[config.mk]
export PLATFORM = sky130hd
export DESIGN_NAME = terminal_escape_key_parser_top_flat
export DESIGN_NICKNAME = d
export VERILOG_FILES = /design/src/rtl/tekp_pkg.sv /design/src/rtl/tekp_in_if.sv /design/src/rtl/tekp_out_if.sv /design/src/rtl/tekp_ctrl.sv /design/src/rtl/tekp_datapath.sv /design/src/rtl/terminal_escape_key_parser_top.sv /design/src/flat_wrapper.sv
export SDC_FILE = /design/constraint.sdc
export NUM_CORES = 1
export LEC_CHECK = 0
export BUFFER_PORTS_ARGS = -buffer_cell sky130_fd_sc_hd__buf_2
export CORE_MARGIN = 3
export CORE_UTILIZATION = 60
export CTS_BUF_LIST = sky130_fd_sc_hd__clkbuf_2 sky130_fd_sc_hd__clkbuf_4 sky130_fd_sc_hd__clkbuf_8
export CTS_CLUSTER_SIZE = 12
export DETAILED_ROUTE_END_ITERATION = 10
export GPL_TIMING_DRIVEN = 0
export HOLD_SLACK_MARGIN = 0.1
export PLACE_DENSITY_LB_ADDON = 0.1
export SLEW_MARGIN = 20
export SYNTH_ARGS = -nofsm -noshare
export SYNTH_HDL_FRONTEND = slang
export SYNTH_SLANG_ARGS = --single-unit
[constraint.sdc]
create_clock -name clk -period 4.6 [get_ports clk]
set_input_delay 0.46 -clock clk [delete_from_list [all_inputs] [get_ports clk]]
set_output_delay 0.46 -clock clk [all_outputs]
set_load 0.05 [all_outputs]
[src/rtl/tekp_pkg.sv]
`default_nettype none
package tekp_pkg;

	localparam logic [1:0] KIND_PLAIN = 2'd0;
	localparam logic [1:0] KIND_ARROW = 2'd1;
	localparam logic [1:0] KIND_ALT   = 2'd2;
	localparam logic [1:0] KIND_RAW   = 2'd3;

	localparam logic [7:0] ESC_BYTE      = 8'h1b;
	localparam logic [7:0] CHAR_LBRACKET = 8'h5b;
	localparam logic [7:0] CHAR_UPPER_O  = 8'h4f;
	localparam logic [7:0] CHAR_TILDE    = 8'h7e;
	localparam logic [7:0] CHAR_ZERO     = 8'h30;
	localparam logic [7:0] CHAR_ONE      = 8'h31;
	localparam logic [7:0] CHAR_THREE    = 8'h33;
	localparam logic [7:0] CHAR_NINE     = 8'h39;
	localparam logic [7:0] CHAR_UPPER_A  = 8'h41;
	localparam logic [7:0] CHAR_UPPER_D  = 8'h44;
	localparam logic [7:0] CHAR_UPPER_Z  = 8'h5a;
	localparam logic [7:0] CHAR_LOWER_A  = 8'h61;
	localparam logic [7:0] CHAR_LOWER_Z  = 8'h7a;

	typedef struct packed {
		logic take;
		logic load_single;
		logic run_start;
		logic run_load;
	} ctl_cmd_t;

	typedef struct packed {
		logic single;
		logic run;
		logic run_last;
	} dp_status_t;

endpackage
`default_nettype wire

[src/rtl/tekp_in_if.sv]
`default_nettype none
interface tekp_in_if;
	logic       valid;
	logic       ready;
	logic [7:0] in_byte;

	modport source (output valid, output in_byte, input ready);
	modport sink (input valid, input in_byte, output ready);
endinterface
`default_nettype wire

[src/rtl/tekp_out_if.sv]
`default_nettype none
interface tekp_out_if;
	logic       valid;
	logic       ready;
	logic [1:0] event_kind;
	logic [7:0] key_value;
	logic [7:0] raw_byte;
	logic       has_raw;
	logic       truncated;
	logic       last;

	modport source (output valid, output event_kind, output key_value, output raw_byte,
		output has_raw, output truncated, output last, input ready);
	modport sink (input valid, input event_kind, input key_value, input raw_byte,
		input has_raw, input truncated, input last, output ready);
endinterface
`default_nettype wire

[src/rtl/tekp_ctrl.sv]
`default_nettype none
module tekp_ctrl (
	input  logic                  clk,
	input  logic                  arst_n,
	input  logic                  in_valid,
	output logic                  in_ready,
	output logic                  out_valid,
	input  logic                  out_ready,
	input  tekp_pkg::dp_status_t  status,
	output tekp_pkg::ctl_cmd_t    cmd
);

	typedef enum logic [1:0] {
		ST_IDLE = 2'b01,
		ST_RUN  = 2'b10
	} state_t;

	state_t state_q, state_d;
	logic   out_valid_q, out_valid_d;
	logic   out_free;

	assign out_free  = !out_valid_q || out_ready;
	assign out_valid = out_valid_q;

	always_comb begin
		state_d         = state_q;
		cmd             = '0;
		in_ready        = 1'b0;
		case (state_q)
			ST_IDLE: begin
				in_ready        = out_free;
				cmd.take        = in_valid && out_free;
				cmd.load_single = cmd.take && status.single;
				cmd.run_start   = cmd.take && status.run;
				if (cmd.run_start) begin
					state_d = ST_RUN;
				end
			end
			ST_RUN: begin
				cmd.run_load = out_free;
				if (out_free && status.run_last) begin
					state_d = ST_IDLE;
				end
			end
			default: begin
				state_d = ST_IDLE;
			end
		endcase
		out_valid_d = (cmd.load_single || cmd.run_load) ? 1'b1 : (out_valid_q && !out_ready);
	end

	always_ff @(posedge clk or negedge arst_n) begin
		if (!arst_n) begin
			state_q     <= ST_IDLE;
			out_valid_q <= 1'b0;
		end else begin
			state_q     <= state_d;
			out_valid_q <= out_valid_d;
		end
	end

endmodule
`default_nettype wire

[src/rtl/tekp_datapath.sv]
`default_nettype none
module tekp_datapath #(
	parameter int SEQ_CAPACITY = 16
) (
	input  logic                  clk,
	input  logic                  arst_n,
	input  logic [7:0]            in_byte,
	input  tekp_pkg::ctl_cmd_t    cmd,
	output tekp_pkg::dp_status_t  status,
	output logic [1:0]            event_kind,
	output logic [7:0]            key_value,
	output logic [7:0]            raw_byte,
	output logic                  has_raw,
	output logic                  truncated,
	output logic                  last
);

	localparam int LEN_W = $clog2(SEQ_CAPACITY + 1);
	localparam int IDX_W = $clog2(SEQ_CAPACITY);

	logic [7:0]       mem [SEQ_CAPACITY];

	logic             in_seq_q;
	logic [LEN_W-1:0] len_q;
	logic             ovf_q;
	logic [7:0]       lead_q;
	logic [7:0]       dir_q;

	logic [LEN_W-1:0] run_len_q;
	logic [IDX_W-1:0] run_idx_q;
	logic [1:0]       run_kind_q;
	logic [7:0]       run_key_q;
	logic             run_trunc_q;

	logic [1:0]       kind_q;
	logic [7:0]       key_q;
	logic [7:0]       raw_q;
	logic             has_raw_q;
	logic             trunc_q;
	logic             last_q;

	logic             is_esc, is_digit, is_alt, is_term;
	logic             has_room;
	logic [LEN_W-1:0] len_new;
	logic [7:0]       dir_eff;
	logic             lead_ok, dir_ok;
	logic             digit_end, term_end, arrow;
	logic             run_last;

	always_comb begin
		is_esc   = in_byte == tekp_pkg::ESC_BYTE;
		is_digit = in_byte inside {[tekp_pkg::CHAR_ZERO:tekp_pkg::CHAR_NINE]};
		is_alt   = in_byte inside {[tekp_pkg::CHAR_ONE:tekp_pkg::CHAR_THREE]};
		is_term  = (in_byte inside {[tekp_pkg::CHAR_LOWER_A:tekp_pkg::CHAR_LOWER_Z]})
			|| ((in_byte inside {[tekp_pkg::CHAR_UPPER_A:tekp_pkg::CHAR_UPPER_Z]})
				&& in_byte != tekp_pkg::CHAR_UPPER_O)
			|| in_byte == tekp_pkg::CHAR_TILDE;
		has_room = len_q != LEN_W'(SEQ_CAPACITY);
		len_new  = has_room ? len_q + LEN_W'(1) : len_q;
		// the direction byte lands at index two, possibly with this very transaction
		dir_eff  = (len_q == LEN_W'(2)) ? in_byte : dir_q;
		lead_ok  = lead_q == tekp_pkg::CHAR_LBRACKET || lead_q == tekp_pkg::CHAR_UPPER_O;
		dir_ok   = dir_eff inside {[tekp_pkg::CHAR_UPPER_A:tekp_pkg::CHAR_UPPER_D]};

		digit_end = in_seq_q && !is_esc && len_q == LEN_W'(1) && is_digit;
		term_end  = in_seq_q && !is_esc && !digit_end && is_term;
		arrow     = term_end && len_new >= LEN_W'(3) && lead_ok && dir_ok;
		run_last  = (LEN_W'(run_idx_q) + LEN_W'(1)) == run_len_q;

		status.single   = !is_esc && (!in_seq_q || (digit_end && is_alt));
		status.run      = (is_esc && in_seq_q) || (digit_end && !is_alt) || term_end;
		status.run_last = run_last;
	end

	// sequence state
	always_ff @(posedge clk or negedge arst_n) begin
		if (!arst_n) begin
			in_seq_q <= 1'b0;
			len_q    <= '0;
			ovf_q    <= 1'b0;
		end else if (cmd.take) begin
			if (is_esc) begin
				in_seq_q <= 1'b1;
				len_q    <= LEN_W'(1);
				ovf_q    <= 1'b0;
			end else if (in_seq_q) begin
				if (digit_end || term_end) begin
					in_seq_q <= 1'b0;
					len_q    <= '0;
					ovf_q    <= 1'b0;
				end else if (has_room) begin
					len_q <= len_new;
				end else begin
					ovf_q <= 1'b1;
				end
			end
		end
	end

	always_ff @(posedge clk) begin
		if (cmd.take) begin
			if (is_esc) begin
				mem[0] <= in_byte;
			end else if (in_seq_q && has_room) begin
				mem[len_q[IDX_W-1:0]] <= in_byte;
			end
		end
	end

	always_ff @(posedge clk) begin
		if (cmd.take && !is_esc && in_seq_q) begin
			if (len_q == LEN_W'(1)) begin
				lead_q <= in_byte;
			end
			if (len_q == LEN_W'(2)) begin
				dir_q <= in_byte;
			end
		end
	end

	// run parameters come from the state before this transaction updates it
	always_ff @(posedge clk) begin
		if (cmd.run_start) begin
			run_len_q   <= is_esc ? len_q : len_new;
			run_trunc_q <= is_esc ? ovf_q : (ovf_q || !has_room);
			run_kind_q  <= arrow ? tekp_pkg::KIND_ARROW : tekp_pkg::KIND_RAW;
			run_key_q   <= arrow ? (dir_eff - tekp_pkg::CHAR_UPPER_A) : 8'd0;
		end
	end

	always_ff @(posedge clk or negedge arst_n) begin
		if (!arst_n) begin
			run_idx_q <= '0;
		end else if (cmd.run_start) begin
			run_idx_q <= '0;
		end else if (cmd.run_load) begin
			run_idx_q <= run_idx_q + IDX_W'(1);
		end
	end

	always_ff @(posedge clk) begin
		if (cmd.run_load) begin
			kind_q    <= run_kind_q;
			key_q     <= run_key_q;
			raw_q     <= mem[run_idx_q];
			has_raw_q <= 1'b1;
			trunc_q   <= run_trunc_q;
			last_q    <= run_last;
		end else if (cmd.load_single) begin
			if (in_seq_q) begin
				kind_q    <= tekp_pkg::KIND_ALT;
				key_q     <= in_byte - tekp_pkg::CHAR_ZERO;
				raw_q     <= 8'd0;
				has_raw_q <= 1'b0;
			end else begin
				kind_q    <= tekp_pkg::KIND_PLAIN;
				key_q     <= in_byte;
				raw_q     <= in_byte;
				has_raw_q <= 1'b1;
			end
			trunc_q <= 1'b0;
			last_q  <= 1'b1;
		end
	end

	assign event_kind = kind_q;
	assign key_value  = key_q;
	assign raw_byte   = raw_q;
	assign has_raw    = has_raw_q;
	assign truncated  = trunc_q;
	assign last       = last_q;

endmodule
`default_nettype wire

[src/rtl/terminal_escape_key_parser_top.sv]
`default_nettype none
// Terminal escape key parser: one terminal byte per transaction on byte_ch, key events
// on event_ch as runs of items, the final item of each run marked by last. A byte that
// produces a plain key or an alt digit, or that is only collected into an escape
// sequence, is taken when the output register is free, so such bytes stream at one per
// cycle unless event_ch stalls. A byte that closes a sequence (or an ESC that flushes
// one) starts a run of n items, n being the number of stored sequence bytes, at most
// SEQ_CAPACITY; the sequence buffer has one read port and gives one byte per cycle
// unless event_ch stalls; byte_ch waits out the run. No clearing pass follows reset.
module terminal_escape_key_parser_top #(
	parameter int SEQ_CAPACITY = 16
) (
	input  logic        clk,
	input  logic        arst_n,
	tekp_in_if.sink     byte_ch,
	tekp_out_if.source  event_ch
);

	tekp_pkg::ctl_cmd_t   cmd;
	tekp_pkg::dp_status_t status;

	tekp_ctrl u_ctrl (
		.clk       (clk),
		.arst_n    (arst_n),
		.in_valid  (byte_ch.valid),
		.in_ready  (byte_ch.ready),
		.out_valid (event_ch.valid),
		.out_ready (event_ch.ready),
		.status    (status),
		.cmd       (cmd)
	);

	tekp_datapath #(
		.SEQ_CAPACITY (SEQ_CAPACITY)
	) u_datapath (
		.clk        (clk),
		.arst_n     (arst_n),
		.in_byte    (byte_ch.in_byte),
		.cmd        (cmd),
		.status     (status),
		.event_kind (event_ch.event_kind),
		.key_value  (event_ch.key_value),
		.raw_byte   (event_ch.raw_byte),
		.has_raw    (event_ch.has_raw),
		.truncated  (event_ch.truncated),
		.last       (event_ch.last)
	);

endmodule
`default_nettype wire
[src/flat_wrapper.sv]
// flat-port wrapper written by rule: the top's interface ports become plain ports
module terminal_escape_key_parser_top_flat 
#(
	parameter int SEQ_CAPACITY = 16
)
  (clk, arst_n, byte_ch_valid, byte_ch_in_byte, byte_ch_ready, event_ch_valid, event_ch_event_kind, event_ch_key_value, event_ch_raw_byte, event_ch_has_raw, event_ch_truncated, event_ch_last, event_ch_ready);
  tekp_in_if byte_ch_i ();
  tekp_out_if event_ch_i ();
  input  logic clk;
  input  logic arst_n;
  input wire logic [$bits(byte_ch_i.valid)-1:0] byte_ch_valid;
  input wire logic [$bits(byte_ch_i.in_byte)-1:0] byte_ch_in_byte;
  output wire logic [$bits(byte_ch_i.ready)-1:0] byte_ch_ready;
  output wire logic [$bits(event_ch_i.valid)-1:0] event_ch_valid;
  output wire logic [$bits(event_ch_i.event_kind)-1:0] event_ch_event_kind;
  output wire logic [$bits(event_ch_i.key_value)-1:0] event_ch_key_value;
  output wire logic [$bits(event_ch_i.raw_byte)-1:0] event_ch_raw_byte;
  output wire logic [$bits(event_ch_i.has_raw)-1:0] event_ch_has_raw;
  output wire logic [$bits(event_ch_i.truncated)-1:0] event_ch_truncated;
  output wire logic [$bits(event_ch_i.last)-1:0] event_ch_last;
  input wire logic [$bits(event_ch_i.ready)-1:0] event_ch_ready;
  assign byte_ch_i.valid = byte_ch_valid;
  assign byte_ch_i.in_byte = byte_ch_in_byte;
  assign byte_ch_ready = byte_ch_i.ready;
  assign event_ch_valid = event_ch_i.valid;
  assign event_ch_event_kind = event_ch_i.event_kind;
  assign event_ch_key_value = event_ch_i.key_value;
  assign event_ch_raw_byte = event_ch_i.raw_byte;
  assign event_ch_has_raw = event_ch_i.has_raw;
  assign event_ch_truncated = event_ch_i.truncated;
  assign event_ch_last = event_ch_i.last;
  assign event_ch_i.ready = event_ch_ready;
  terminal_escape_key_parser_top #(.SEQ_CAPACITY(SEQ_CAPACITY)) u_core (.clk(clk), .arst_n(arst_n), .byte_ch(byte_ch_i), .event_ch(event_ch_i));
endmodule
**Yosys cells after proc, flatten, opt, wreduce, memory -nomap -nowiden**

Memories as Yosys holds them, arrays and structs flattened.
Index checks and enable logic that the tools add are counted.

- Memories: 1
- Register bits: 67
- Memory bits (writable): 128
- Input bits: 12
- Output and inout bits: 23

Memories:

| memory | words | bits a word | read ports | clocked after Yosys merged registers in | write ports | line | source |
|---|---|---|---|---|---|---|---|
| u_core.u_datapath.mem | 16 | 8 | 1 | 0 | 1 | tekp_datapath.sv:21 | `logic [7:0] mem [SEQ_CAPACITY];` |

- Add/subtract/negate cells: 5
- Equal/unequal tests: 14
- $lt $le $gt $ge: 11
- Mux-type cells: 49
- Reductions and logical operators: 52

Operators with widths:

| operator | number |
|---|---|
| 2-to-1 mux 8 bit | 8 |
| 2-to-1 mux 5 bit | 6 |
| logical AND 1 bit | 26 |
| == test 8 x 7 -> 1 bit (second input constant) | 3 |
| >= comparator 8 x 7 -> 1 bit (second input constant) | 3 |
| <= comparator 8 x 7 -> 1 bit (second input constant) | 3 |
| 2-to-1 mux 1 bit | 24 |
| >= comparator 8 x 6 -> 1 bit (second input constant) | 2 |
| <= comparator 8 x 6 -> 1 bit (second input constant) | 2 |
| 2-to-1 mux 2 bit | 6 |
| 2-to-1 mux 4 bit | 3 |
| logical OR 1 bit | 10 |
| == test 8 x 5 -> 1 bit (second input constant) | 1 |
| != test 8 x 7 -> 1 bit (second input constant) | 1 |
| OR reduction 8 bit | 1 |
| subtractor 8 x 6 -> 8 bit (second input constant) | 1 |
| subtractor 8 x 7 -> 8 bit (second input constant) | 1 |
| zero test 1 bit | 7 |
| AND reduction 3 bit | 2 |
| nonzero test 2 bit | 3 |
| adder 4 x 1 -> 5 bit (second input constant) | 1 |
| adder 5 x 1 -> 5 bit (second input constant) | 1 |
| == test 5 x 1 -> 1 bit (second input constant) | 1 |
| == test 5 x 2 -> 1 bit (second input constant) | 1 |
| other kinds (12) | 14 |

**Depth between registers and ports, before layout**

Gate-level depths: netlist (run 1).

- Word-level depth: 15
- Gate-level depth with buffers: 12
- Mapped depth without buffers: 9

**By module**

A second synthesis (run 1) with hierarchy kept.

- Cells, all modules: 513
- Area total of the unflattened synthesis: 8523.2 µm²

By module, submodules not included:

| module | cells each | instances | area each (µm²) | seq. area each (µm²) |
|---|---|---|---|---|
| tekp_datapath | 497 | 1 | 8343.0 | 5670.4 |
| tekp_ctrl | 16 | 1 | 180.2 | 76.3 |

**Worst setup path before layout (run 1)**

OpenSTA, ideal clock, no wires.

- Path type: register -> register
- Start: register u_core.u_ctrl.out_valid_q, in the netlist u_core.u_ctrl.out_valid
- End: memory u_core.u_datapath.mem[8][0], enable pin
- Required time: 4217 ps
- Data arrival time: 4028 ps
- Path slack: 188 ps
- Clock period less this slack: 4412 ps
- Buffers on the path: 0
- Stages on the path, launching flop included: 7
- Path through: dfrtp_1 nor2b_1 nor3b_1 nand3_1 nor2_1 nand3_1 nor3_1

- Cells in the longest elaborated chain, start to end: 8
- Elaborated cells on any way between the ends: 11
- Classes of those cells: mux (7); reduce/logical (4)

Ends and longest elaborated chain:

| what | line | source |
|---|---|---|
| from (decl) | tekp_ctrl.sv:19 | `logic out_valid_q, out_valid_d;` |
| from (signal assigned) | tekp_ctrl.sv:58 | `out_valid_q <= out_valid_d;` |
| zero test 1 bit (*) | tekp_ctrl.sv:22 | `assign out_free = !out_valid_q \|\| out_ready;` |
| logical OR 1 bit (*) | tekp_ctrl.sv:22 |  |
| logical AND 1 bit (*) | tekp_ctrl.sv:32 | `cmd.take = in_valid && out_free;` |
| 2-to-1 mux 3 bit (*) | tekp_ctrl.sv:29 | `case (state_q)` |
| 2-to-1 mux 1 bit | tekp_datapath.sv:101 | `if (cmd.take) begin` |
| 2-to-1 mux 1 bit (not written as such) | tekp_datapath.sv:105 | `mem[len_q[IDX_W-1:0]] <= in_byte;` |
| OR reduction 8 bit (no source line) | - |  |
| 2-to-1 mux 4 bit (no source line) / 2-to-1 mux 1 bit (equally long branches) | - |  |
| to (decl) | tekp_datapath.sv:21 |  |

Every way passes the cells marked *; elsewhere a longest branch is shown, timed or not.

**Worst setup path in the final report (run 1)**

- Start: register u_core.u_datapath.len_q[0]
- End: memory u_core.u_datapath.mem[0][6], enable pin

- Cells in the longest elaborated chain, start to end: 8
- Elaborated cells on any way between the ends: 9
- Classes of those cells: eq/ne (1); mux (6); reduce/logical (2)

Ends and longest elaborated chain:

| what | line | source |
|---|---|---|
| from (decl) | tekp_datapath.sv:24 | `logic [LEN_W-1:0] len_q;` |
| from (signal assigned) | tekp_datapath.sv:92 | `len_q <= len_new;` |
| != test 5 bit | tekp_datapath.sv:58 | `has_room = len_q != LEN_W'(SEQ_CAPACITY);` |
| logical AND 1 bit | tekp_datapath.sv:104 | `end else if (in_seq_q && has_room) begin` |
| 2-to-1 mux 1 bit | tekp_datapath.sv:104 |  |
| 2-to-1 mux 1 bit | tekp_datapath.sv:102 | `if (is_esc) begin` |
| 2-to-1 mux 1 bit | tekp_datapath.sv:101 |  |
| 2-to-1 mux 1 bit (not written as such) | tekp_datapath.sv:105 |  |
| OR reduction 8 bit (no source line) | - |  |
| 2-to-1 mux 4 bit (no source line) / 2-to-1 mux 1 bit (equally long branches) | - |  |

Parallel ways exist; a longest one is shown, timed or not.

==> reports/qor.log, run 1 <==
[run_status] run status finished clean
[placed_design] Post-Place Setup Slack 0.5305 ns
[power] Pleak 3.108 nW
[synth] cells taking the most area after synthesis edfxtp_1, mux4_2, dfrtp_1
[cts] number of gates resized after cts 0
[placed_design] number of buffers inserted by port buffering 34
[floorplanning] FP Rows 42
[timing] RSZ-0062 raised after global routing false
[synth] Post-synth EDFFs 179
[critical_path] capturing element type of the critical path register
[floorplanning] number of I/O pins 35
[global_routing] via count of the first global-routing pass 4,750
[critical_path] largest stage delay on the critical path 0.79 ns
[synth] synthesized netlist net count 563
[routing] violation count after the first detailed-routing iteration 614
[synth] synth cell count leaders edfxtp_1, nand2_1, mux4_2
[power] Final Total Pwr 3.288 mW
[floorplanning] Core Footprint 0.01351 mm²
[timing] largest clock skew in the final design 0.01178 ns
[critical_path] critical path data required time 4.69 ns
[cts] clock transition at the registers of the reported paths 0.09 ns
[cts] cell chosen for the clock root clkbuf_8
[synth] area of the mapped netlist 0.008468 mm²
[routing] Avg WL per Cell 22.74 µm
[critical_path] crit path buf inv count 2
[critical_path] arrival time reported for the critical path endpoint 3.89 ns
[critical_path] cell class contributing the biggest share of worst-path delay simple AND/OR/NAND/NOR gates
[synth] count of different cell masters after synthesis 60
[timing] final-report setup violation count 0
[synth] top cell type's share of synthesized area 63.48%
[timing] Period minus WS final 3.798 ns
[timing] worst slew slack as a fraction of its limit 34.60%
[cts] Num CTS Buffers 17
[cts] number of buffers on the longest clock path 2
[timing] final setup TNS 0 ns
[finish] count of placed standard cells in the final layout, fillers left out 785
[finish] count of nets after finishing 622
[routing] vias 4,909
[routing] sum of routed wire length over all layers 17,850 µm
[power] proportion of total power due to net switching 22.61%
[timing] least setup slack across all paths after layout 0.8017 ns
[finish] # diodes 0
[global_routing] wire length of the first global-routing pass 27,930 µm
[timing] Hold WS 0.3579 ns
[critical_path] total stage count of the critical path 9
[critical_path] worst-path cell with the longest stage delay a21oi_1
[critical_path] startpoint type of the worst setup path register
[synth] library cell occupying the most area in the post-synthesis netlist edfxtp_1
[finish] share of layout cells above drive strength 1 24.79%
[synth] register bit total from synthesis 194
[power] combinational share of power 6.3%
[hold_path] Hold Path Cell Cnt 4
[floorplanning] die outline height 124.8 µm
[placed_design] HPWL reported at the end of detailed placement 12,360 µm
[hold_path] Hold/Removal Path Class in -> reg
[synth] synthesized area per cell 15.77 µm²
[routing] 1st-pass router iterations 6
[power] net switching power 0.7434 mW
[job] maxcap violations 0
[global_routing] Remaining Overflow, GRT 0
[timing] hold violation count in the final report 0
[placed_design] cell total after placement 752
[global_routing] pin count of the biggest net entering global routing 27
[synth] most instantiated flip-flop cell in the synthesis netlist edfxtp_1
[finish] number of fill cells 914
[synth] sequential share of the synthesized area 67.86%
[cts] Sinks on Clock Net 194
[cts] clock tree from TritonCTS yes
[power] part of the power in registers 59.3%
[synth] instance count of the mapped netlist 537
[power] Peak supply drop 206.1 µV
[critical_path] CP cell instances clkbuf_1 -> inv_1 -> ha_1 -> nand2_1 -> nor3_2 -> nor2_1 -> nand3_1 -> or3_1 -> a21oi_1
[synth] most numerous cell in the Yosys netlist edfxtp_1
[timing] Fmax achieved 0.2633 GHz
[cts] source-to-sink clock delay at the later pin of the worst-skew pair 0.46 ns
[timing] Final period util 82.57%
[critical_path] Worst Reg-to-Reg Cells 9
[cts] CTS H-tree depth 4
[timing] max-slew violation total from the final report 0
[floorplanning] Initial Util 62.70%
[power] pwr/cell area 350.6 mW/mm²
[critical_path] highest net fanout along the worst path 10
[routing] ANT nets after route 0
[synth] async set-reset flop share out of synthesis 7.216%
[power] Cell Int Power 2.544 mW
[placed_design] final weighted congestion in routability-driven placement 0.9111
[global_routing] overall routing resource usage 24.21%
[synth] count of yosys warnings during synthesis 0
[routing] Residual DRC 0
[routing] average vias per placed instance 6.254
[finish] area grow syn2layout 10.74%
[timing] Tightest Pin Transition 0.9809 ns
[power] Clk pwr share 34.4%
[global_routing] initial antenna violation count 0
[critical_path] type of the worst setup path reg -> reg
[floorplanning] Die Span X 124.8 µm
[floorplanning] area of the die 0.01558 mm²
[layout by cell type, fill, tap and decap left out, types with 10 or more instances in the layout]
master	n
clkbuf_8	20
xnor2_1	13
nand3_1	13
nor2_1	37
clkbuf_1	15
mux4_2	40
ha_1	14
dfrtp_1	13
inv_1	13
buf_2	45
o21ai_0	19
nand2_1	53
edfxtp_1	179
a21oi_1	10
[routing by layer]
metal  global-route usage [%]  wire length, µm  share of wire, %
met4                    7.479              315               1.8
met5                        0                0                 0
met1                    37.93             8178                46
met3                    5.317             1358               7.6
met2                    34.51             8001                45
[final cells by class]
| class | instances | area [µm²] | share of cell area, % |
|---|---|---|---|
| Sequential cell | 194 | 5747 | 61.28 |
| Multi-Input combinational cell | 300 | 2574 | 27.44 |
| Clock buffer | 23 | 297.8 | 3.175 |
| Tap cell | 176 | 220.2 | 2.348 |
| Timing Repair Buffer | 40 | 214.0 | 2.282 |
| Buffer | 30 | 156.4 | 1.668 |
| Clock inverter | 9 | 120.1 | 1.281 |
| Inverter | 13 | 48.80 | 0.5203 |
[worst paths after layout]
path / slack, ns / startpoint / to
worst max-delay path: 0.80 / u_core.u_datapath.len_q[0] / u_core.u_datapath.mem[0][6]
max in group asynchronous: 3.84 / arst_n / u_core.u_ctrl.state_q[0]
worst max register to register: 0.80 / u_core.u_datapath.len_q[0] / u_core.u_datapath.mem[0][6]
worst min-delay path: 0.36 / byte_ch_valid / u_core.u_datapath.in_seq_q
worst min register to register: 0.52 / u_core.u_datapath.run_key_q[0] / u_core.u_datapath.key_value[0]
min in group asynchronous: 0.44 / arst_n / u_core.u_datapath.len_q[2]
[cell families (layout without fill, tap and decap cells)]
family                     Yosys count  after routing  synth area share [%]
buffers and inverters               43            115                 2.423
and+or+nand+nor                    160            160                 9.368
AOI/OAI and AO/OA                   54             54                 4.034
DFF                                194            194                 67.86
adders and majority gates           14             14                 2.069
muxes                               53             53                 12.28
xor gates and xnor gates            19             19                 1.965
[per-stage QoR]
stage               instance area (µm²)  utilization, %
global route                       9378           69.44
floorplan                          8468               -
detailed placement                 8942           66.21
finish                             9378           69.44
global placement                   8859           65.59
CTS                                9370           69.38
[timing repair]
action                                 in CTS  in global routing
hold buffers                                1                  0
buffers inserted                            0                  0
endpoints found under the hold margin      13                  0
[state kept, by name (all words and copies together) (netlist names), 2 cells and up]
signal,cells
u_core.u_datapath.mem,128
u_core.u_datapath.dir_q,8
u_core.u_datapath.key_value,8
u_core.u_datapath.lead_q,8
u_core.u_datapath.raw_byte,8
u_core.u_datapath.run_key_q,8
u_core.u_datapath.len_q,5
u_core.u_datapath.run_len_q,5
u_core.u_datapath.run_idx_q,4
u_core.u_ctrl.state_q,2
u_core.u_datapath.event_kind,2
[power by group through the flow]
stage | clock network [mW] | registers (mW) | logic, mW
after floorplan | 0 | 2.03 | 0.0829
after global placement | 0 | 1.99 | 0.191
after detailed placement | 0 | 1.99 | 0.202
after CTS | 1.14 | 1.95 | 0.204
after global routing | 1.21 | 1.95 | 0.223
final | 1.13 | 1.95 | 0.206
[worst register-to-register path: cells and delay by family (launching register included)]
kind                       cells  cell delay [ns]
adders and majority gates      1             0.28
AOI/OAI and AO/OA              1             0.79
buffers and inverters          2             0.76
and+or+nand+nor                5             1.18
DFF                            1             0.42
Note: power is estimated with default switching activity, not from simulation.
==> inputs of run 2 (changes only) <==
==> constraint.sdc (replaced) <==
create_clock -name clk -period 3.5 [get_ports clk]
set_input_delay 0.35 -clock clk [delete_from_list [all_inputs] [get_ports clk]]
set_output_delay 0.35 -clock clk [all_outputs]
set_load 0.05 [all_outputs]
==> run 2 against run 1 <==
Clock skew increased by 0.0031 ns. Sequential cell count unchanged. Core utilization is 0.80 points higher. Final cell count grew 0.13%. Sequential share of layout area shrank 0.70 points. Die area is the same. Fmax rose by 14%. First-iteration DRC count grew 33%. Combinational power up 36%. Critical endpoint is now u_core.u_datapath.run_key_q[3]. Largest cell class unchanged.
==> reports/qor.log, run 2 (synthesis gave the netlist of run 1 again) <==
[run_status] run status finished clean [unchanged]
[global_routing] pin count of the biggest net entering global routing 27 [unchanged]
[floorplanning] number of I/O pins 35 [unchanged]
[global_routing] wire length of the first global-routing pass 29,090 µm [was 27,930 µm]
[critical_path] highest net fanout along the worst path 10 [unchanged]
[routing] average vias per placed instance 6.268 [was 6.254]
[power] combinational share of power 6.4% [was 6.3%]
[placed_design] placement-stage cell area 0.008965 mm² [was 0.008942 mm²]
[floorplanning] Initial Util 62.70% [unchanged]
[floorplanning] Core Footprint 0.01351 mm² [unchanged]
[cts] number of buffers on the longest clock path 2 [unchanged]
[cts] Sinks on Clock Net 194 [unchanged]
[critical_path] type of the worst setup path reg -> reg [unchanged]
[finish] register name with the most flops u_core.u_datapath.mem [unchanged]
[global_routing] overall routing resource usage 25.18% [was 24.21%]
[timing] Fmax achieved 0.2993 GHz [was 0.2633 GHz]
[finish] commonest non-fill, non-tap cell in the layout edfxtp_1 [unchanged]
[timing] final setup TNS 0 ns [unchanged]
[finish] area grow syn2layout 12.01% [was 10.74%]
[cts] source-to-sink clock delay at the later pin of the worst-skew pair 0.46 ns [about the same]
[power] net switching power 1.013 mW [was 0.7434 mW]
[hold_path] Hold/Removal Path Class in -> reg [unchanged]
[critical_path] worst-path cell with the longest stage delay or4_1 [was a21oi_1]
[timing] largest clock skew in the final design 0.01488 ns [was 0.01178 ns]
[global_routing] most crowded layer after global routing met1 [unchanged]
[floorplanning] area of the die 0.01558 mm² [unchanged]
[critical_path] CP cell instances clkbuf_2 -> clkinvlp_4 -> ha_1 -> nor4b_4 -> buf_6 -> mux2i_2 -> ha_1 -> o2111ai_1 -> or4_1 -> buf_6 -> nor2_1 [was clkbuf_1 -> inv_1 -> ha_1 -> nand2_1 -> nor3_2 -> nor2_1 -> nand3_1 -> or3_1 -> a21oi_1]
[power] Clk pwr share 35.7% [was 34.4%]
[critical_path] arrival time reported for the critical path endpoint 3.61 ns [was 3.89 ns]
[power] part of the power in registers 58.0% [was 59.3%]
[routing] vias 4,927 [was 4,909]
[power] Peak supply drop 297.0 µV [was 206.1 µV]
[finish] share of layout cells above drive strength 1 26.07% [was 24.79%]
[cts] cell chosen for the clock root clkbuf_8 [unchanged]
[finish] flip-flop count of the largest register, all copies and words added 128 [unchanged]
[cts] CTS H-tree depth 4 [unchanged]
[timing] least setup slack across all paths after layout 0.1584 ns [was 0.8017 ns]
[finish] highest-count cells in the layout ignoring fill and taps edfxtp_1, nand2_1, buf_2 [unchanged]
[global_routing] Remaining Overflow, GRT 0 [unchanged]
[global_routing] global routing met3 resource utilization 4.545% [was 5.317%]
[placed_design] HPWL reported at the end of detailed placement 12,700 µm [was 12,360 µm]
[timing] Period minus WS final 3.342 ns [was 3.798 ns]
[cts] clock tree from TritonCTS yes [unchanged]
[power] proportion of total power due to net switching 22.91% [was 22.61%]
[cts] clock transition at the registers of the reported paths 0.09 ns [about the same]
[global_routing] initial antenna violation count 0 [unchanged]
[critical_path] startpoint type of the worst setup path register [unchanged]
[power] Pleak 3.154 nW [was 3.108 nW]
[timing] Tightest Pin Transition 0.8528 ns [was 0.9809 ns]
[finish] area of all placed cells without fillers 0.009485 mm² [was 0.009378 mm²]
[global_routing] grt met2 use 36.55% [was 34.51%]
[placed_design] Post-Place Setup Slack -0.4738 ns [was 0.5305 ns]
[timing] worst slew slack as a fraction of its limit 43.14% [was 34.60%]
[placed_design] final weighted congestion in routability-driven placement 0.8799 [was 0.9111]
[routing] Residual DRC 0 [unchanged]
[routing] sum of routed wire length over all layers 18,500 µm [was 17,850 µm]
[floorplanning] FP Rows 42 [unchanged]
[timing] final-report setup violation count 0 [unchanged]
[finish] fraction of the core area covered by cells at the end of the flow 70.23% [was 69.44%]
[timing] Hold WS 0.2655 ns [was 0.3579 ns]
[finish] # diodes 0 [unchanged]
[placed_design] number of buffers inserted by port buffering 34 [unchanged]
[floorplanning] die outline height 124.8 µm [unchanged]
[cts] Num CTS Buffers 17 [unchanged]
[floorplanning] Die Span X 124.8 µm [unchanged]
[routing] ANT nets after route 0 [unchanged]
[power] pwr/cell area 466.3 mW/mm² [was 350.6 mW/mm²]
[routing] Avg WL per Cell 23.54 µm [was 22.74 µm]
[finish] number of fill cells 906 [was 914]
[critical_path] critical path data required time 3.77 ns [was 4.69 ns]
[timing] RSZ-0062 raised after global routing false [unchanged]
[global_routing] met1 track utilization from global routing 39.53% [was 37.93%]
[routing] violation count after the first detailed-routing iteration 814 [was 614]
[job] maxcap violations 0 [unchanged]
[timing] Final period util 95.48% [was 82.57%]
[critical_path] capturing element type of the critical path register [unchanged]
[critical_path] largest stage delay on the critical path 0.54 ns [was 0.79 ns]
[finish] count of nets after finishing 623 [was 622]
[routing] 1st-pass router iterations 5 [was 6]
[timing] hold violation count in the final report 0 [unchanged]
[global_routing] via count of the first global-routing pass 4,856 [was 4,750]
[timing] max-slew violation total from the final report 0 [unchanged]
[power] Cell Int Power 3.409 mW [was 2.544 mW]
## run 2: cell types whose count changed in the layout (fill, tap and decap cells not counted), moves of 3 or more
cell,delta
buf_4,+3
clkinv_2,+3
clkbuf_8,-3
clkbuf_4,-3
inv_6,+3
buf_2,-3
## run 2: final timing paths
kind	startpoint	endpoint	slack, ns	cells after the start
setup reg to reg	u_core.u_datapath.len_q[0]	u_core.u_datapath.run_key_q[3]	0.16	11
max in group asynchronous	arst_n	u_core.u_ctrl.state_q[0]	2.88	2
min in group asynchronous	arst_n	u_core.u_ctrl.out_valid	0.32	2
hold reg to reg	u_core.u_datapath.run_key_q[0]	u_core.u_datapath.key_value[0]	0.53	2
hold / removal	byte_ch_valid	u_core.u_datapath.in_seq_q	0.27	4
setup / recovery	u_core.u_datapath.len_q[0]	u_core.u_datapath.run_key_q[3]	0.16	11
## run 2: power groups by stage
| stage | clock (mW) | combinational (mW) | sequential [mW] |
|---|---|---|---|
| after floorplan | 0 | 0.111 | 2.67 |
| after global routing | 1.71 | 0.302 | 2.57 |
| after CTS | 1.59 | 0.273 | 2.56 |
| after detailed placement | 0 | 0.266 | 2.62 |
| after global placement | 0 | 0.254 | 2.62 |
| final | 1.58 | 0.281 | 2.56 |
## run 2: per-stage QoR
stage,cells,total power [mW]
6_report,786,4.423
3_5_place_dp,752,2.883
4_1_cts,785,4.430
5_1_grt,786,4.581
2_1_floorplan,537,2.781
3_3_place_gp,747,2.870
## run 2: final cells by class
cell class | instances | area (µm²) | area share [%]
inverter | 13 | 52.55 | 0.5540
multi-input combinational | 300 | 2626 | 27.69
timing repair buffer | 41 | 245.2 | 2.585
sequential | 194 | 5747 | 60.59
buffer | 30 | 158.9 | 1.675
clock buffer | 17 | 234.0 | 2.467
clock inverter | 15 | 201.4 | 2.124
tap | 176 | 220.2 | 2.322
## run 2: critical path, delay by kind of cell (launching register included)
kind	cells	cell delay, ns
AO/OA/AOI/OAI	1	0.11
multiplexers	1	0.28
buffers and inverters	4	0.94
flip-flops	1	0.43
adder cells (fa/ha/maj)	2	0.48
AND/OR/NAND/NOR	3	0.91
## run 2: repair_timing
item                       CTS  global route
hold endpoints to repair    14             0
gates resized for setup      5             8
pin swaps                    0             1
setup endpoints to repair   42            48
hold buffers                 1             0
buffers inserted             0             1
## run 2: metal layers
metal	up-vias	share of wire, %
li1	2192	-
met2	234	46
met5	-	0
met3	22	8.2
met1	2479	44
met4	0	1.8
==> inputs of run 3 (changes only) <==
--- a/config.mk
+++ b/config.mk
@@ -6,6 +6,7 @@
 export NUM_CORES = 1
 export LEC_CHECK = 0
 export BUFFER_PORTS_ARGS = -buffer_cell sky130_fd_sc_hd__buf_2
+export CORE_ASPECT_RATIO = 0.9
 export CORE_MARGIN = 3
 export CORE_UTILIZATION = 60
 export CTS_BUF_LIST = sky130_fd_sc_hd__clkbuf_2 sky130_fd_sc_hd__clkbuf_4 sky130_fd_sc_hd__clkbuf_8
==> constraint.sdc (replaced) <==
create_clock -name clk -period 3.5 [get_ports clk]
set_input_delay 0.7 -clock clk [delete_from_list [all_inputs] [get_ports clk]]
set_output_delay 0.7 -clock clk [all_outputs]
set_load 0.05 [all_outputs]
==> run 3 against run 2 <==
Clock skew is 0.0052 ns lower. Sequential cell count stayed put. Clock power is 6% lower. Worst setup slack better by 0.032 ns. Critical path type unchanged.
==> reports/qor.log, run 3 (synthesis gave the netlist of run 1 again) <==
[finish] fraction of the core area covered by cells at the end of the flow 69.95% [was 70.23%]
[finish] flip-flop count of the largest register, all copies and words added 128 [unchanged]
[floorplanning] Die Span X 131.2 µm [was 124.8 µm]
[cts] Sinks on Clock Net 194 [unchanged]
[global_routing] Remaining Overflow, GRT 0 [unchanged]
[finish] number of fill cells 903 [was 906]
[routing] violation count after the first detailed-routing iteration 497 [was 814]
[job] maxcap violations 0 [unchanged]
[global_routing] pin count of the biggest net entering global routing 27 [unchanged]
[finish] # diodes 0 [unchanged]
[timing] RSZ-0062 raised after global routing false [unchanged]
[routing] Residual DRC 0 [unchanged]
[power] Pleak 3.122 nW [was 3.154 nW]
[cts] CTS H-tree depth 4 [unchanged]
[placed_design] HPWL reported at the end of detailed placement 12,420 µm [was 12,700 µm]
[cts] clock transition at the registers of the reported paths 0.09 ns [about the same]
[routing] sum of routed wire length over all layers 17,810 µm [was 18,500 µm]
[routing] Avg WL per Cell 22.35 µm [was 23.54 µm]
[timing] Final period util 94.57% [was 95.48%]
[routing] 1st-pass router iterations 5 [unchanged]
[finish] share of layout cells above drive strength 1 26.81% [was 26.07%]
[power] Peak supply drop 583.4 µV [was 297.0 µV]
[floorplanning] Initial Util 62.44% [was 62.70%]
[finish] count of placed standard cells in the final layout, fillers left out 797 [was 786]
[placed_design] number of buffers inserted by port buffering 34 [unchanged]
[critical_path] capturing element type of the critical path register [unchanged]
[finish] register name with the most flops u_core.u_datapath.mem [unchanged]
[cts] clock tree from TritonCTS yes [unchanged]
[floorplanning] FP Rows 40 [was 42]
[floorplanning] number of I/O pins 35 [unchanged]
[global_routing] wire length of the first global-routing pass 27,480 µm [was 29,090 µm]
[timing] Hold WS 0.1356 ns [was 0.2655 ns]
[power] part of the power in registers 59.3% [was 58.0%]
[cts] number of buffers on the longest clock path 2 [unchanged]
[finish] commonest non-fill, non-tap cell in the layout edfxtp_1 [unchanged]
[cts] Num CTS Buffers 17 [unchanged]
[critical_path] critical path data required time 3.79 ns [was 3.77 ns]
[power] combinational share of power 6.5% [was 6.4%]
[run_status] run status finished clean [unchanged]
[cts] CTS hold repair buffers 0 [was 1]
[finish] highest-count cells in the layout ignoring fill and taps edfxtp_1, nand2_1, buf_2 [unchanged]
[power] net switching power 0.9822 mW [was 1.013 mW]
[timing] Fmax achieved 0.3021 GHz [was 0.2993 GHz]
[placed_design] final weighted congestion in routability-driven placement 0.8753 [was 0.8799]
[critical_path] type of the worst setup path reg -> reg [unchanged]
[power] Cell Int Power 3.342 mW [was 3.409 mW]
[power] Clk pwr share 34.3% [was 35.7%]
[finish] area grow syn2layout 12.04% [was 12.01%]
[timing] max-slew violation total from the final report 0 [unchanged]
[routing] ANT nets after route 0 [unchanged]
[finish] count of nets after finishing 621 [was 623]
[timing] final-report setup violation count 0 [unchanged]
[placed_design] cell total after placement 764 [was 752]
[routing] average vias per placed instance 6.075 [was 6.268]
[floorplanning] Core Footprint 0.01356 mm² [was 0.01351 mm²]
[timing] hold violation count in the final report 0 [unchanged]
[global_routing] initial antenna violation count 0 [unchanged]
[timing] Tightest Pin Transition 0.8415 ns [was 0.8528 ns]
[floorplanning] area of the die 0.01558 mm² [about the same]
[routing] vias 4,842 [was 4,927]
[cts] source-to-sink clock delay at the later pin of the worst-skew pair 0.46 ns [about the same]
[critical_path] arrival time reported for the critical path endpoint 3.60 ns [was 3.61 ns]
[critical_path] startpoint type of the worst setup path register [unchanged]
[global_routing] overall routing resource usage 24.01% [was 25.18%]
[critical_path] highest net fanout along the worst path 10 [unchanged]
[timing] largest clock skew in the final design 0.009705 ns [was 0.01488 ns]
[power] pwr/cell area 455.7 mW/mm² [was 466.3 mW/mm²]
[cts] cell chosen for the clock root clkbuf_8 [unchanged]
[power] proportion of total power due to net switching 22.71% [was 22.91%]
[global_routing] via count of the first global-routing pass 4,588 [was 4,856]
[hold_path] Hold/Removal Path Class in -> async [was in -> reg]
[timing] Period minus WS final 3.310 ns [was 3.342 ns]
[timing] worst slew slack as a fraction of its limit 43.90% [was 43.14%]
[floorplanning] die outline height 118.7 µm [was 124.8 µm]
==> run 3: cell count changes in the layout (fill, tap and decap cells not counted), moves of 3 or more <==
cell      change
nor2_2        +4
clkinv_4      +3
inv_6         -3
buf_4         -3
clkinv_2      -3
nor2_1        -5
==> run 3: timing repair <==
item                                   4_1_cts  5_1_grt
setup buffers                                0        1
setup endpoints to repair                   33      105
endpoints found under the hold margin        0        0
resized for setup                            3       19
==> run 3: final cells by class <==
cell class | count | area, µm² | share of cell area [%]
buffer | 30 | 158.9 | 1.675
clock buffer | 19 | 249.0 | 2.624
clock inverter | 13 | 160.2 | 1.688
inverter | 13 | 52.55 | 0.5539
multi-input combinational | 300 | 2665 | 28.09
sequential | 194 | 5747 | 60.57
tap | 189 | 236.5 | 2.492
timing repair buffer | 39 | 219.0 | 2.308
==> run 3: metal layers <==
layer / global-route usage (%) / up-vias / share of wire [%]
li1: - / 2185 / -
met1: 38.44 / 2451 / 47
met2: 31.19 / 188 / 43
met3: 7.149 / 18 / 8.2
met4: 8.924 / 0 / 2.2
met5: 0 / - / 0
==> run 3: power groups by stage <==
| stage | registers (mW) | logic, mW | clock network, mW |
|---|---|---|---|
| 4_1_cts | 2.56 | 0.268 | 1.50 |
| 3_3_place_gp | 2.62 | 0.253 | 0 |
| 2_1_floorplan | 2.67 | 0.111 | 0 |
| 5_1_grt | 2.57 | 0.305 | 1.60 |
| 3_5_place_dp | 2.62 | 0.266 | 0 |
| 6_report | 2.56 | 0.279 | 1.48 |
==> run 3: final timing paths <==
check	startpoint	endpoint	slack, ns	cells past startpoint
max	u_core.u_datapath.len_q[0]	u_core.u_datapath.run_key_q[4]	0.19	11
min	arst_n	u_core.u_datapath.ovf_q	0.14	1
max reg2reg	u_core.u_datapath.len_q[0]	u_core.u_datapath.run_key_q[4]	0.19	11
min reg2reg	u_core.u_datapath.run_key_q[0]	u_core.u_datapath.key_value[0]	0.53	2
max in group asynchronous	arst_n	u_core.u_ctrl.state_q[0]	3.06	1
min in group clk	u_core.u_datapath.run_key_q[0]	u_core.u_datapath.key_value[0]	0.53	2
==> run 3: metrics by stage <==
stage / area [µm²] / total power, mW / setup TNS [ns] / worst slack, ns
CTS: 9384 / 4.331 / 0 / 0.002456
global placement: 8896 / 2.868 / -96.13 / -0.8236
floorplan: 8489 / 2.781 / 0 / 0.1924
global route: 9488 / 4.470 / 0 / 0.005374
detailed placement: 8967 / 2.882 / -42.16 / -0.5537
finish: 9488 / 4.324 / 0 / 0.1900
==> run 3: critical path: stages, from the launching register on <==
cell and delay (ns):
dfrtp_1 0.40, clkbuf_2 0.32, clkinvlp_4 0.29, ha_1 0.29, nor4b_4 0.14, buf_6 0.17, mux2i_2 0.28, ha_1 0.20
o2111ai_1 0.13, or4_1 0.54, buf_6 0.16, nor2_1 0.21
